<file path="src/rtl/core/command_line_tokenizer_macros.svh">
// ----------------------------------------------------------------------------
// Command line tokenizer assertion macros
// Clocked, reset-gated property checks shared by the tokenizer RTL.
// ----------------------------------------------------------------------------
`ifndef COMMAND_LINE_TOKENIZER_MACROS_SVH
`define COMMAND_LINE_TOKENIZER_MACROS_SVH

`ifndef NO_ASSERTIONS

`define CLT_ASSERT(label, expr, msg) \
  label: assert property (@(posedge clk) disable iff (rst) (expr)) else $error(msg);

`define CLT_ASSERT_IMPLY(label, ante, cons, msg) \
  label: assert property (@(posedge clk) disable iff (rst) (ante) |-> (cons)) else $error(msg);

`define CLT_ASSERT_NEXT(label, ante, cons, msg) \
  label: assert property (@(posedge clk) disable iff (rst) (ante) |=> (cons)) else $error(msg);

`else

`define CLT_ASSERT(label, expr, msg)

`define CLT_ASSERT_IMPLY(label, ante, cons, msg)

`define CLT_ASSERT_NEXT(label, ante, cons, msg)

`endif

`endif

</file>
<file path="src/rtl/core/clt_pkg.sv">
// ----------------------------------------------------------------------------
// Command line tokenizer package
// Beat types, character codes, scan modes and escape decoding.
// ----------------------------------------------------------------------------
package clt_pkg;

  localparam logic [7:0] CH_BACKSLASH = 8'h5C;
  localparam logic [7:0] CH_QUOTE     = 8'h22;
  localparam logic [7:0] CH_LF        = 8'h0A;
  localparam logic [7:0] CH_TAB       = 8'h09;
  localparam logic [7:0] CH_CR        = 8'h0D;
  localparam logic [7:0] CH_SPACE     = 8'h20;
  localparam logic [7:0] CH_BS        = 8'h08;
  localparam logic [7:0] CH_BEL       = 8'h07;
  localparam logic [7:0] CH_LOWER_N   = 8'h6E;
  localparam logic [7:0] CH_LOWER_R   = 8'h72;
  localparam logic [7:0] CH_LOWER_T   = 8'h74;
  localparam logic [7:0] CH_LOWER_B   = 8'h62;
  localparam logic [7:0] CH_LOWER_A   = 8'h61;

  typedef enum logic [1:0] {
    MODE_GAP    = 2'd0,
    MODE_BARE   = 2'd1,
    MODE_QUOTED = 2'd2,
    MODE_ESCAPE = 2'd3
  } mode_t;

  typedef struct packed {
    logic [7:0] in_byte;
    logic       in_last;
  } tok_in_t;

  typedef struct packed {
    logic [7:0] out_byte;
    logic       has_byte;
    logic       token_end;
    logic       command_end;
    logic       command_word;
  } tok_out_t;

  function automatic logic [7:0] decode_escape(input logic [7:0] b);
    logic [7:0] r;
    case (b)
      CH_LOWER_N: r = CH_LF;
      CH_LOWER_R: r = CH_CR;
      CH_LOWER_T: r = CH_TAB;
      CH_LOWER_B: r = CH_BS;
      CH_LOWER_A: r = CH_BEL;
      default:    r = b;
    endcase
    return r;
  endfunction

endpackage

</file>
<file path="src/rtl/core/command_line_tokenizer.sv">
// ----------------------------------------------------------------------------
// Command line tokenizer
// Output: a result beat is registered and appears in the cycle after the byte that causes it.
// Throughput: one byte per cycle; the scan state and the output register
// update in the same cycle, so the input stalls only while a held result
// beat is not taken.
// Reset: synchronous; scan state returns to between tokens, no open command.
// ----------------------------------------------------------------------------
`include "command_line_tokenizer_macros.svh"

module command_line_tokenizer (
  input  logic              clk,
  input  logic              rst,
  input  logic              in_valid,
  output logic              in_ready,
  input  clt_pkg::tok_in_t  in_data,
  output logic              out_valid,
  input  logic              out_ready,
  output clt_pkg::tok_out_t out_data
);

  import clt_pkg::*;

  mode_t    mode;
  mode_t    mode_next;
  logic     command_open;
  logic     command_open_next;
  logic     in_command_word;
  logic     in_command_word_next;
  logic     in_fire;
  logic     emit;
  tok_out_t result;
  logic     ws;
  logic     nl;
  logic     cend;
  logic     is_quote;
  logic     is_bslash;
  logic     last;
  logic [7:0] b;

  assign b         = in_data.in_byte;
  assign last      = in_data.in_last;
  assign nl        = (b == CH_LF);
  assign ws        = b inside {CH_LF, CH_SPACE, CH_TAB, CH_CR};
  assign cend      = nl || last;
  assign is_quote  = (b == CH_QUOTE);
  assign is_bslash = (b == CH_BACKSLASH);

  assign in_ready = !out_valid || out_ready;
  assign in_fire  = in_valid && in_ready;

  always_comb begin
    mode_next            = mode;
    command_open_next    = command_open;
    in_command_word_next = in_command_word;
    case (mode)
      MODE_GAP: begin
        if (ws) begin
          if (cend) begin
            command_open_next    = 1'b0;
            in_command_word_next = 1'b0;
          end
        end else begin
          in_command_word_next = !command_open;
          command_open_next    = 1'b1;
          mode_next            = is_quote ? MODE_QUOTED : MODE_BARE;
        end
      end
      MODE_BARE: begin
        if (ws) begin
          mode_next = MODE_GAP;
          if (cend) begin
            command_open_next = 1'b0;
          end
        end
      end
      MODE_QUOTED: begin
        if (is_quote) begin
          mode_next = MODE_GAP;
        end else if (is_bslash && !last) begin
          mode_next = MODE_ESCAPE;
        end
      end
      MODE_ESCAPE: begin
        mode_next = MODE_QUOTED;
      end
      default: begin
        mode_next = MODE_GAP;
      end
    endcase
    if (last) begin
      mode_next            = MODE_GAP;
      command_open_next    = 1'b0;
      in_command_word_next = 1'b0;
    end
  end

  always_comb begin
    emit   = 1'b0;
    result = '0;
    case (mode)
      MODE_GAP: begin
        if (ws) begin
          emit               = cend && command_open;
          result.command_end = 1'b1;
        end else if (is_quote) begin
          emit                = last;
          result.token_end    = 1'b1;
          result.command_end  = 1'b1;
          result.command_word = !command_open;
        end else begin
          emit                = 1'b1;
          result.out_byte     = b;
          result.has_byte     = 1'b1;
          result.token_end    = last;
          result.command_end  = last;
          result.command_word = !command_open;
        end
      end
      MODE_BARE: begin
        emit                = 1'b1;
        result.command_word = in_command_word;
        if (ws) begin
          result.token_end   = 1'b1;
          result.command_end = cend;
        end else begin
          result.out_byte    = b;
          result.has_byte    = 1'b1;
          result.token_end   = last;
          result.command_end = last;
        end
      end
      MODE_QUOTED: begin
        result.command_word = in_command_word;
        if (is_quote) begin
          emit               = 1'b1;
          result.token_end   = 1'b1;
          result.command_end = last;
        end else if (!(is_bslash && !last)) begin
          emit               = 1'b1;
          result.out_byte    = b;
          result.has_byte    = 1'b1;
          result.token_end   = last;
          result.command_end = last;
        end
      end
      MODE_ESCAPE: begin
        emit                = 1'b1;
        result.out_byte     = decode_escape(b);
        result.has_byte     = 1'b1;
        result.token_end    = last;
        result.command_end  = last;
        result.command_word = in_command_word;
      end
      default: begin
        emit = 1'b0;
      end
    endcase
  end

  always_ff @(posedge clk) begin
    if (rst) begin
      mode            <= MODE_GAP;
      command_open    <= 1'b0;
      in_command_word <= 1'b0;
    end else if (in_fire) begin
      mode            <= mode_next;
      command_open    <= command_open_next;
      in_command_word <= in_command_word_next;
    end
  end

  always_ff @(posedge clk) begin
    if (rst) begin
      out_valid <= 1'b0;
    end else if (in_fire && emit) begin
      out_valid <= 1'b1;
    end else if (out_ready) begin
      out_valid <= 1'b0;
    end
  end

  always_ff @(posedge clk) begin
    if (in_fire && emit) begin
      out_data <= result;
    end
  end

  `CLT_ASSERT_IMPLY(a_no_byte_zero, out_valid && !out_data.has_byte, out_data.out_byte == 8'h00, "out_byte nonzero without has_byte")
  `CLT_ASSERT_IMPLY(a_cw_needs_token, out_valid && out_data.command_word, out_data.has_byte || out_data.token_end, "command_word on a command-end-only beat")
  `CLT_ASSERT_IMPLY(a_escape_open, mode == MODE_ESCAPE, command_open, "escape pending outside an open command")
  `CLT_ASSERT_NEXT(a_last_clears, in_fire && in_data.in_last, mode == MODE_GAP && !command_open && !in_command_word, "state not cleared after final byte")

endmodule

</file>
<file path="config.mk">
export PLATFORM = sky130hd
export DESIGN_NAME = command_line_tokenizer
export DESIGN_NICKNAME = d
export VERILOG_FILES = /design/src/rtl/core/clt_pkg.sv /design/src/rtl/core/command_line_tokenizer.sv
export VERILOG_INCLUDE_DIRS = /design/src /design/src/rtl/core
export SDC_FILE = /design/constraint.sdc
export NUM_CORES = 1
export LEC_CHECK = 0
export BUFFER_PORTS_ARGS = -buffer_cell sky130_fd_sc_hd__clkbuf_2
export CORE_AREA = 2 2 53 55
export CTS_BUF_LIST = sky130_fd_sc_hd__clkbuf_4 sky130_fd_sc_hd__clkbuf_8
export DETAILED_ROUTE_END_ITERATION = 8
export DIE_AREA = 0 0 55 57
export PLACE_DENSITY = 0.78
export SETUP_SLACK_MARGIN = 0.05
export SYNTH_ARGS = -nofsm -noshare
export SYNTH_HDL_FRONTEND = slang
export SYNTH_SLANG_ARGS = --single-unit
</file>
<file path="constraint.sdc">
create_clock -name clk -period 5.8 [get_ports clk]
set_clock_uncertainty 0.1 [all_clocks]
set_input_delay 0.58 -clock clk [delete_from_list [all_inputs] [get_ports clk]]
set_output_delay 0.58 -clock clk [all_outputs]
set_load 0.1 [all_outputs]
</file>
==> reports/results.ini, run 1 <==
[outcome]
outcome=completed

[routing]
drt_iter0_drc=94
num_vias=1210
ant_nets=0
avgRoutedWirePerCell_um=15.80
post_drt_via_cell_ratio=6.612
first_pass_iters=4
wirelength_um=2892
drc=0

[final_layout]
nNetsFinal=166
drive_gt1_frac=0.2763
diodes=0
syn_to_final_growth_pct=11.91
final_cell_mix=clkbuf_2, edfxtp_1, nor2_1, nand2_1, a21oi_1
final_common_cell=clkbuf_2

[clocking]
h-tree-depth=1
clk_pin_slew_ns=0.08
clk_latency_ns=0.28
numCtsBuffers=3
cts_root_buf=clkbuf_4
cts_hold_buf=0
cts_sinks=17
clockBufferDepth=2
post_cts_buffers=0
cts_tree=built
cts.repair.resized=0

[synthesis]
ys_seq_area_frac=0.3747
synth_top_flop_cell=edfxtp_1
synthCells=134
synth_cell_types=56
yosys_warnings=0
synth_nets=147
syn_area_um2=1229
synth-async-reset-ratio=0
syn_avg_cell_area_um2=9.169
synth_edf_count=12
ys_seq_elements=17

[placement]
port_buffers=26
place_ws_ns=2.659
gp_congestion=0.8881
dp_hpwl_um=1982

[global_routing]
grt_max_degree=21
grt_overflow_total=0
grt_pass1_wl_um=4892
antenna_found_initial=0
grt.total_usage=0.2089
grt_pass1_vias=1041

[setup_path]
startpoint=in_data[4]
cp_slowest_stage_delay_ns=0.82
cp-start-kind=input port
crit_fanout=12
required_ns=5.61
crit_arrival_ns=2.63
r2r_start=mode[1]
endpoint_kind=flip-flop
crit_path_top_delay_cell=a21oi_1
crit_type=in2reg
path_cells=clkbuf_2 -> or4b_4 -> nor3_1 -> or3_1 -> o311ai_1 -> a21oi_1

[power]
irDropWorstVdd_mv=0.1258
leakagePower_nw=0.4951
total_power_mw=0.3099
p_per_area_nw_per_um2=225.4

[hold_path]
hp-start=in_data[8]
hold_path.class=in2reg

[die]
num_rows=19
start_util=0.4699
die_x_um=55
die_y_um=57
io_pins=27
fp.dieArea_um2=3135
coreArea_um2=2615

[timing]
rsz0062_at_grt=no
fmax_mhz=353.6
hold_violations=0
maxSlewHeadroom=0.3099
setup_violations=0
hold_slack_ns=0.4358
tns_ns=0
fin_crit_sh=0.4876
worst_slew_pin_slew_ns=1.035
layout_min_cycle_time_ns=2.828
fin_ws_ns=2.972
drv_slew=0

[job]
cap_violations=0

power by group:
group / leakage [nW] / internal [mW] / switching (mW)
Sequential: 0.155 / 0.139 / 0.00579
Combinational: 0.322 / 0.0219 / 0.0782
Clock: 0.0184 / 0.0314 / 0.0334
Yosys cell counts, drive strengths merged (4+ instances only):
master | count | area, µm²
a21oi | 7 | 35.03
buf | 4 | 22.52
clkbuf | 8 | 30.03
dfxtp | 5 | 100.1
edfxtp | 12 | 360.4
nand2 | 8 | 30.03
nand2b | 5 | 31.28
nand3 | 4 | 20.02
nor2 | 12 | 47.55
nor3 | 4 | 20.02
o21ai | 5 | 25.02
or2 | 4 | 25.03
worst max-delay path: cells and delay by family:
kind / cells / cell delay [ns]
AOI/OAI and AO/OA: 2 / 0.94
and+or+nand+nor: 3 / 0.93
buffers and inverters: 1 / 0.18
stage by stage:
| stage | cell area, µm² | std cells | util |
|---|---|---|---|
| after global placement | 1345 | 179 | 0.5144 |
| after detailed placement | 1345 | 179 | 0.5144 |
| after CTS | 1375 | 183 | 0.5258 |
| after floorplan | 1229 | 134 | - |
| final | 1375 | 183 | 0.5258 |
| after global routing | 1375 | 183 | 0.5258 |
cells by family (layout without fill, tap and decap cells):
logic type | after synthesis | in the layout | share of synthesized area
compound gates | 42 | 42 | 0.2648
simple gates | 59 | 59 | 0.2953
flops | 17 | 17 | 0.3748
xor+xnor | 1 | 1 | 0.007130
buf+inv | 14 | 32 | 0.04888
mux | 1 | 1 | 0.009164
state kept, by name, summed over array words and instances (netlist names):
| register | cells |
|---|---|
| out_data | 12 |
| command_open | 1 |
| mode | 2 |
| in_command_word | 1 |
| out_valid | 1 |
metal layers:
layer	up-vias	track usage	wire, µm	share of wire
li1	554	-	-	-
met2	92	0.3112	1336	0.46
met4	0	0.09059	112	0.039
met5	-	0	0	0
met3	17	0.04188	326	0.11
met1	547	0.2920	1116	0.39
worst paths after layout:
check / cells after the start / slack, ns / end
worst max-delay path: 6 / 2.97 / out_data[4]
worst min-delay path: 1 / 0.44 / out_data[11]
worst max register to register: 5 / 3.29 / out_data[4]
worst min register to register: 2 / 0.44 / command_open
layout make-up:
type                            instances  area, µm²
Fill cell                             261       1240
Multi-Input combinational cell        103      708.2
Sequential cell                        17      460.4
Timing Repair Buffer                   26      130.1
Tap cell                               31      38.79
Clock buffer                            4      30.03
Inverter                                2      7.507
(Power assumes the default switching activity.)
==> run 2: changes to the inputs <==
--- a/config.mk
+++ b/config.mk
@@ -11,7 +11,7 @@
 export CTS_BUF_LIST = sky130_fd_sc_hd__clkbuf_4 sky130_fd_sc_hd__clkbuf_8
 export DETAILED_ROUTE_END_ITERATION = 8
 export DIE_AREA = 0 0 55 57
-export PLACE_DENSITY = 0.78
+export PLACE_DENSITY = 0.81
 export SETUP_SLACK_MARGIN = 0.05
 export SYNTH_ARGS = -nofsm -noshare
 export SYNTH_HDL_FRONTEND = slang
==> constraint.sdc (replaced) <==
create_clock -name clk -period 2.6 [get_ports clk]
set_clock_uncertainty 0.1 [all_clocks]
set_input_delay 0.26 -clock clk [delete_from_list [all_inputs] [get_ports clk]]
set_output_delay 0.26 -clock clk [all_outputs]
set_load 0.1 [all_outputs]
==> run 2 against run 1 <==
Net effect:
- final cell count increased by 4.9%
- worst hold slack got worse by 0.31 ns
- sequential share of layout area is 1.6 points lower
- sequential cell count did not move
- register-to-register slack lost 2.8 ns
- worst setup slack worse by 2.5 ns
==> reports/results.ini, run 2 (same netlist as run 1, synthesis figures left out) <==
[clocking]
cts_tree=built
clk_pin_slew_ns=0.09
cts.repair.resized=0
post_cts_buffers=0
clockBufferDepth=2
numCtsBuffers=3
cts_root_buf=clkbuf_4
cts_hold_buf=0
h-tree-depth=1
clk_latency_ns=0.28
cts_sinks=17

[setup_path]
cp_slowest_stage_delay_ns=0.70
crit_path_top_delay_cell=dfxtp_1
path_cells=or2_2 -> o311ai_1 -> a21oi_2
cp-start-kind=flip-flop
cp_num_buf_inv=0
endpoint_kind=flip-flop
crit_fanout=16
required_ns=2.43
crit_family=flip-flops
crit_type=reg2reg
crit_arrival_ns=1.94

[final_layout]
fin_cells=192
final_cell_mix=clkbuf_2, edfxtp_1, nor2_1, buf_4, nand2_1
final_common_cell=clkbuf_2
regMostFlops=out_data
diodes=0
syn_to_final_growth_pct=18.02
reg.largest.list=out_data: 12 flops, mode: 2 flops
nNetsFinal=175
seq_area_um2=461.7
largest_register_ffs=12
fillCellCount=235
multi_input_area_um2=714.4
drive_gt1_frac=0.3354

[job]
cap_violations=0

[die]
start_util=0.4699
die_y_um=57
coreArea_um2=2615
die_x_um=55
num_rows=19
fp.dieArea_um2=3135
io_pins=27

[timing]
layout_min_cycle_time_ns=2.109
rsz0062_at_grt=no
setup_violations=0
tns_ns=0
fin_crit_sh=0.8113
hold_violations=0
worst_slew_pin_slew_ns=0.6208
fmax_mhz=474.1
hold_slack_ns=0.1275
drv_slew=0
maxSlewHeadroom=0.5862

[global_routing]
grt_max_degree=17
grt_pass1_wl_um=5078
grt_pass1_vias=1168
antenna_found_initial=0
grt_overflow_total=0
grt.total_usage=0.2156

[power]
irDropWorstVdd_mv=0.3400
leakagePower_nw=0.5405
p_sw_frac=0.3785
p_per_area_nw_per_um2=483.5
pwr-share-seq=0.462
p_clk_frac=0.210
cellInternalPower_mw=0.4357
p_sw_mw=0.2654
power_frac_comb=0.328

[routing]
first_pass_iters=7
avgRoutedWirePerCell_um=16.09
wirelength_um=3089
ant_nets=0
num_vias=1205
post_drt_via_cell_ratio=6.276
drt_iter0_drc=63
drc=0

[placement]
dp_cells=188
dp_hpwl_um=2235
gp_congestion=0.9085
port_buffers=26

[outcome]
outcome=completed

[hold_path]
hold_path.class=in2reg

-- run 2: metal layers --
layer | GRT usage | part of all wire
met3 | 0.02618 | 0.084
met4 | 0.1010 | 0.020
met5 | 0 | 0
met2 | 0.3333 | 0.50
met1 | 0.2961 | 0.40
-- run 2: final timing paths --
| path | start | endpoint | slack (ns) | cells past startpoint |
|---|---|---|---|---|
| setup / recovery | mode[0] | out_data[7] | 0.49 | 3 |
| hold / removal | in_data[8] | out_data[11] | 0.13 | 1 |
| setup reg to reg | mode[0] | out_data[7] | 0.49 | 3 |
| hold reg to reg | out_valid | out_valid | 0.43 | 2 |
-- run 2: through the flow --
stage          setup WS, ns  total power, mW    util  cell area (µm²)
2_1_floorplan        0.2575           0.5120       -             1236
3_3_place_gp         0.2674           0.5533  0.5431             1420
3_5_place_dp         0.2059           0.5577  0.5431             1420
4_1_cts              0.5028           0.6975  0.5545             1450
5_1_grt              0.3819           0.7285  0.5545             1450
6_report             0.4907           0.7011  0.5545             1450
-- run 2: worst register-to-register path, stage by stage (launching register included) --
cell	delay [ns]
dfxtp_1	0.70
or2_2	0.30
o311ai_1	0.14
a21oi_2	0.51
-- run 2: cell type report --
| class | count | share of cell area |
|---|---|---|
| clock buffers | 4 | 0.02071 |
| inverters | 2 | 0.005177 |
| multi-input cells | 103 | 0.4927 |
| flip-flops and latches | 17 | 0.3184 |
| well taps | 31 | 0.02675 |
| repair buffers | 35 | 0.1363 |
-- run 2: power groups by stage --
stage / combinational, mW / sequential, mW / clock (mW)
after global placement: 0.224 / 0.329 / 0
after floorplan: 0.0896 / 0.422 / 0
after detailed placement: 0.227 / 0.330 / 0
after global routing: 0.242 / 0.326 / 0.161
after CTS: 0.228 / 0.324 / 0.145
final: 0.230 / 0.324 / 0.147
==> run 3: changes to the inputs <==
--- a/config.mk
+++ b/config.mk
@@ -11,7 +11,7 @@
 export CTS_BUF_LIST = sky130_fd_sc_hd__clkbuf_4 sky130_fd_sc_hd__clkbuf_8
 export DETAILED_ROUTE_END_ITERATION = 8
 export DIE_AREA = 0 0 55 57
-export PLACE_DENSITY = 0.81
+export PLACE_DENSITY = 0.78
 export SETUP_SLACK_MARGIN = 0.05
 export SYNTH_ARGS = -nofsm -noshare
 export SYNTH_HDL_FRONTEND = slang
==> constraint.sdc (replaced) <==
create_clock -name clk -period 2.15 [get_ports clk]
set_clock_uncertainty 0.1 [all_clocks]
set_input_delay 0.215 -clock clk [delete_from_list [all_inputs] [get_ports clk]]
set_output_delay 0.215 -clock clk [all_outputs]
set_load 0.1 [all_outputs]
==> run 3 against run 2 <==
Net effect:
- total power grew 25%
- via count grew 5.5%
- die area stayed put
==> reports/results.ini, run 3 (same netlist as run 1, synthesis figures left out) <==
[timing]
drv_slew=0
fmax_mhz=504.4
worst_slew_pin_slew_ns=0.6234
hold_violations=0
fin_crit_sh=0.9222
layout_min_cycle_time_ns=1.983
maxSlewHeadroom=0.5844
rsz0062_at_grt=no
setup_violations=0

[final_layout]
reg.largest.list=out_data: 12 flops, mode: 2 flops
nNetsFinal=189
syn_to_final_growth_pct=27.80
drive_gt1_frac=0.3943
final_core_util=0.6005
regMostFlops=out_data
diodes=0
final_common_cell=clkbuf_2
largest_register_ffs=12
fillCellCount=234
final_cell_mix=clkbuf_2, buf_4, edfxtp_1, nor2_1, nand2_1

[power]
total_power_mw=0.8740
p_per_area_nw_per_um2=556.6
irDropWorstVdd_mv=0.4220
leakagePower_nw=0.6138

[routing]
first_pass_iters=4
num_vias=1271
ant_nets=0
drt_iter0_drc=60
wirelength_um=3235
post_drt_via_cell_ratio=6.170
drc=0
avgRoutedWirePerCell_um=15.70

[clocking]
cts_hold_buf=0
cts_tree=built
clk_latency_ns=0.29
cts_sinks=17
h-tree-depth=1
cts_root_buf=clkbuf_4
clk_pin_slew_ns=0.10
numCtsBuffers=3
clockBufferDepth=2

[hold_path]
hold_path.class=in2reg
holdPathStages=2

[setup_path]
crit_type=in2reg
r2r_setup_slack_ns=0.30
path_cells=clkbuf_2 -> or4b_4 -> nor3_1 -> or3_1 -> o311ai_2 -> a21oi_2
crit_path_top_delay_cell=or4b_4
endpoint_kind=flip-flop
worstRegToRegCells=4
cp-start-kind=input port
cp_slowest_stage_delay_ns=0.54
crit_arrival_ns=1.81
required_ns=1.98
crit_fanout=12

[global_routing]
grt.total_usage=0.2340
grt_pass1_vias=1181
grt_max_degree=19
grt_overflow_total=0
antenna_found_initial=0
grt_pass1_wl_um=5485

[placement]
gp_congestion=0.9955
port_buffers=26
dp_hpwl_um=2363

[die]
coreArea_um2=2615
start_util=0.4699
fp.dieArea_um2=3135
num_rows=19
die_x_um=55
io_pins=27
die_y_um=57

[outcome]
outcome=completed

[job]
cap_violations=0

run 3: cell count changes in the layout (fill, tap and decap cells not counted), sizes merged:
cell,change
buf,+14
run 3: path summary, 6_finish.rpt:
check	from	endpoint
max	in_data[4]	out_data[3]
min	rst	in_command_word
max reg2reg	out_valid	out_data[3]
min reg2reg	out_valid	out_valid
run 3: cell type report:
| class | count | area (µm²) | share of cell area |
|---|---|---|---|
| Tap cell | 31 | 38.79 | 0.02470 |
| Inverter | 2 | 7.507 | 0.004781 |
| Timing Repair Buffer | 49 | 302.8 | 0.1928 |
| Sequential cell | 17 | 464.2 | 0.2956 |
| Clock buffer | 4 | 30.03 | 0.01912 |
| Multi-Input combinational cell | 103 | 726.9 | 0.4629 |
run 3: report_power, final:
part	internal (mW)	leakage [nW]	switching [mW]
sequential	0.375	0.155	0.0104
combinational	0.0831	0.440	0.223
clock	0.0848	0.0184	0.0973
total	0.543	0.614	0.331
run 3: repair_timing:
item | CTS | global route
gates resized for setup | 0 | 1
setup buffers | 0 | 0
endpoints found under the setup margin | 0 | 12
run 3: metal layers:
metal,up-vias,global-route usage,share of wire
met5,-,0,0
met4,0,0.09408,0.024
li1,599,-,-
met2,59,0.3639,0.50
met1,601,0.3193,0.42
met3,12,0.03927,0.059
run 3: critical path, delay by kind of cell:
kind,cells,cell delay (ns)
buffers and inverters,1,0.09
AOI/OAI and AO/OA,2,0.63
and+or+nand+nor,3,0.88
run 3: through the flow:
stage | setup TNS, ns | cell area [µm²] | instances | setup slack [ns] | hold WS, ns
3_5_place_dp | -1.591 | 1533 | 202 | -0.1152 | 0.3804
4_1_cts | 0 | 1563 | 206 | 0.1340 | 0.06688
5_1_grt | 0 | 1570 | 206 | 0.05009 | 0.06769
2_1_floorplan | 0 | 1244 | 134 | 0.09876 | 0.1844
6_report | 0 | 1570 | 206 | 0.1673 | 0.07087
3_3_place_gp | -0.9999 | 1533 | 202 | -0.07382 | 0.3681
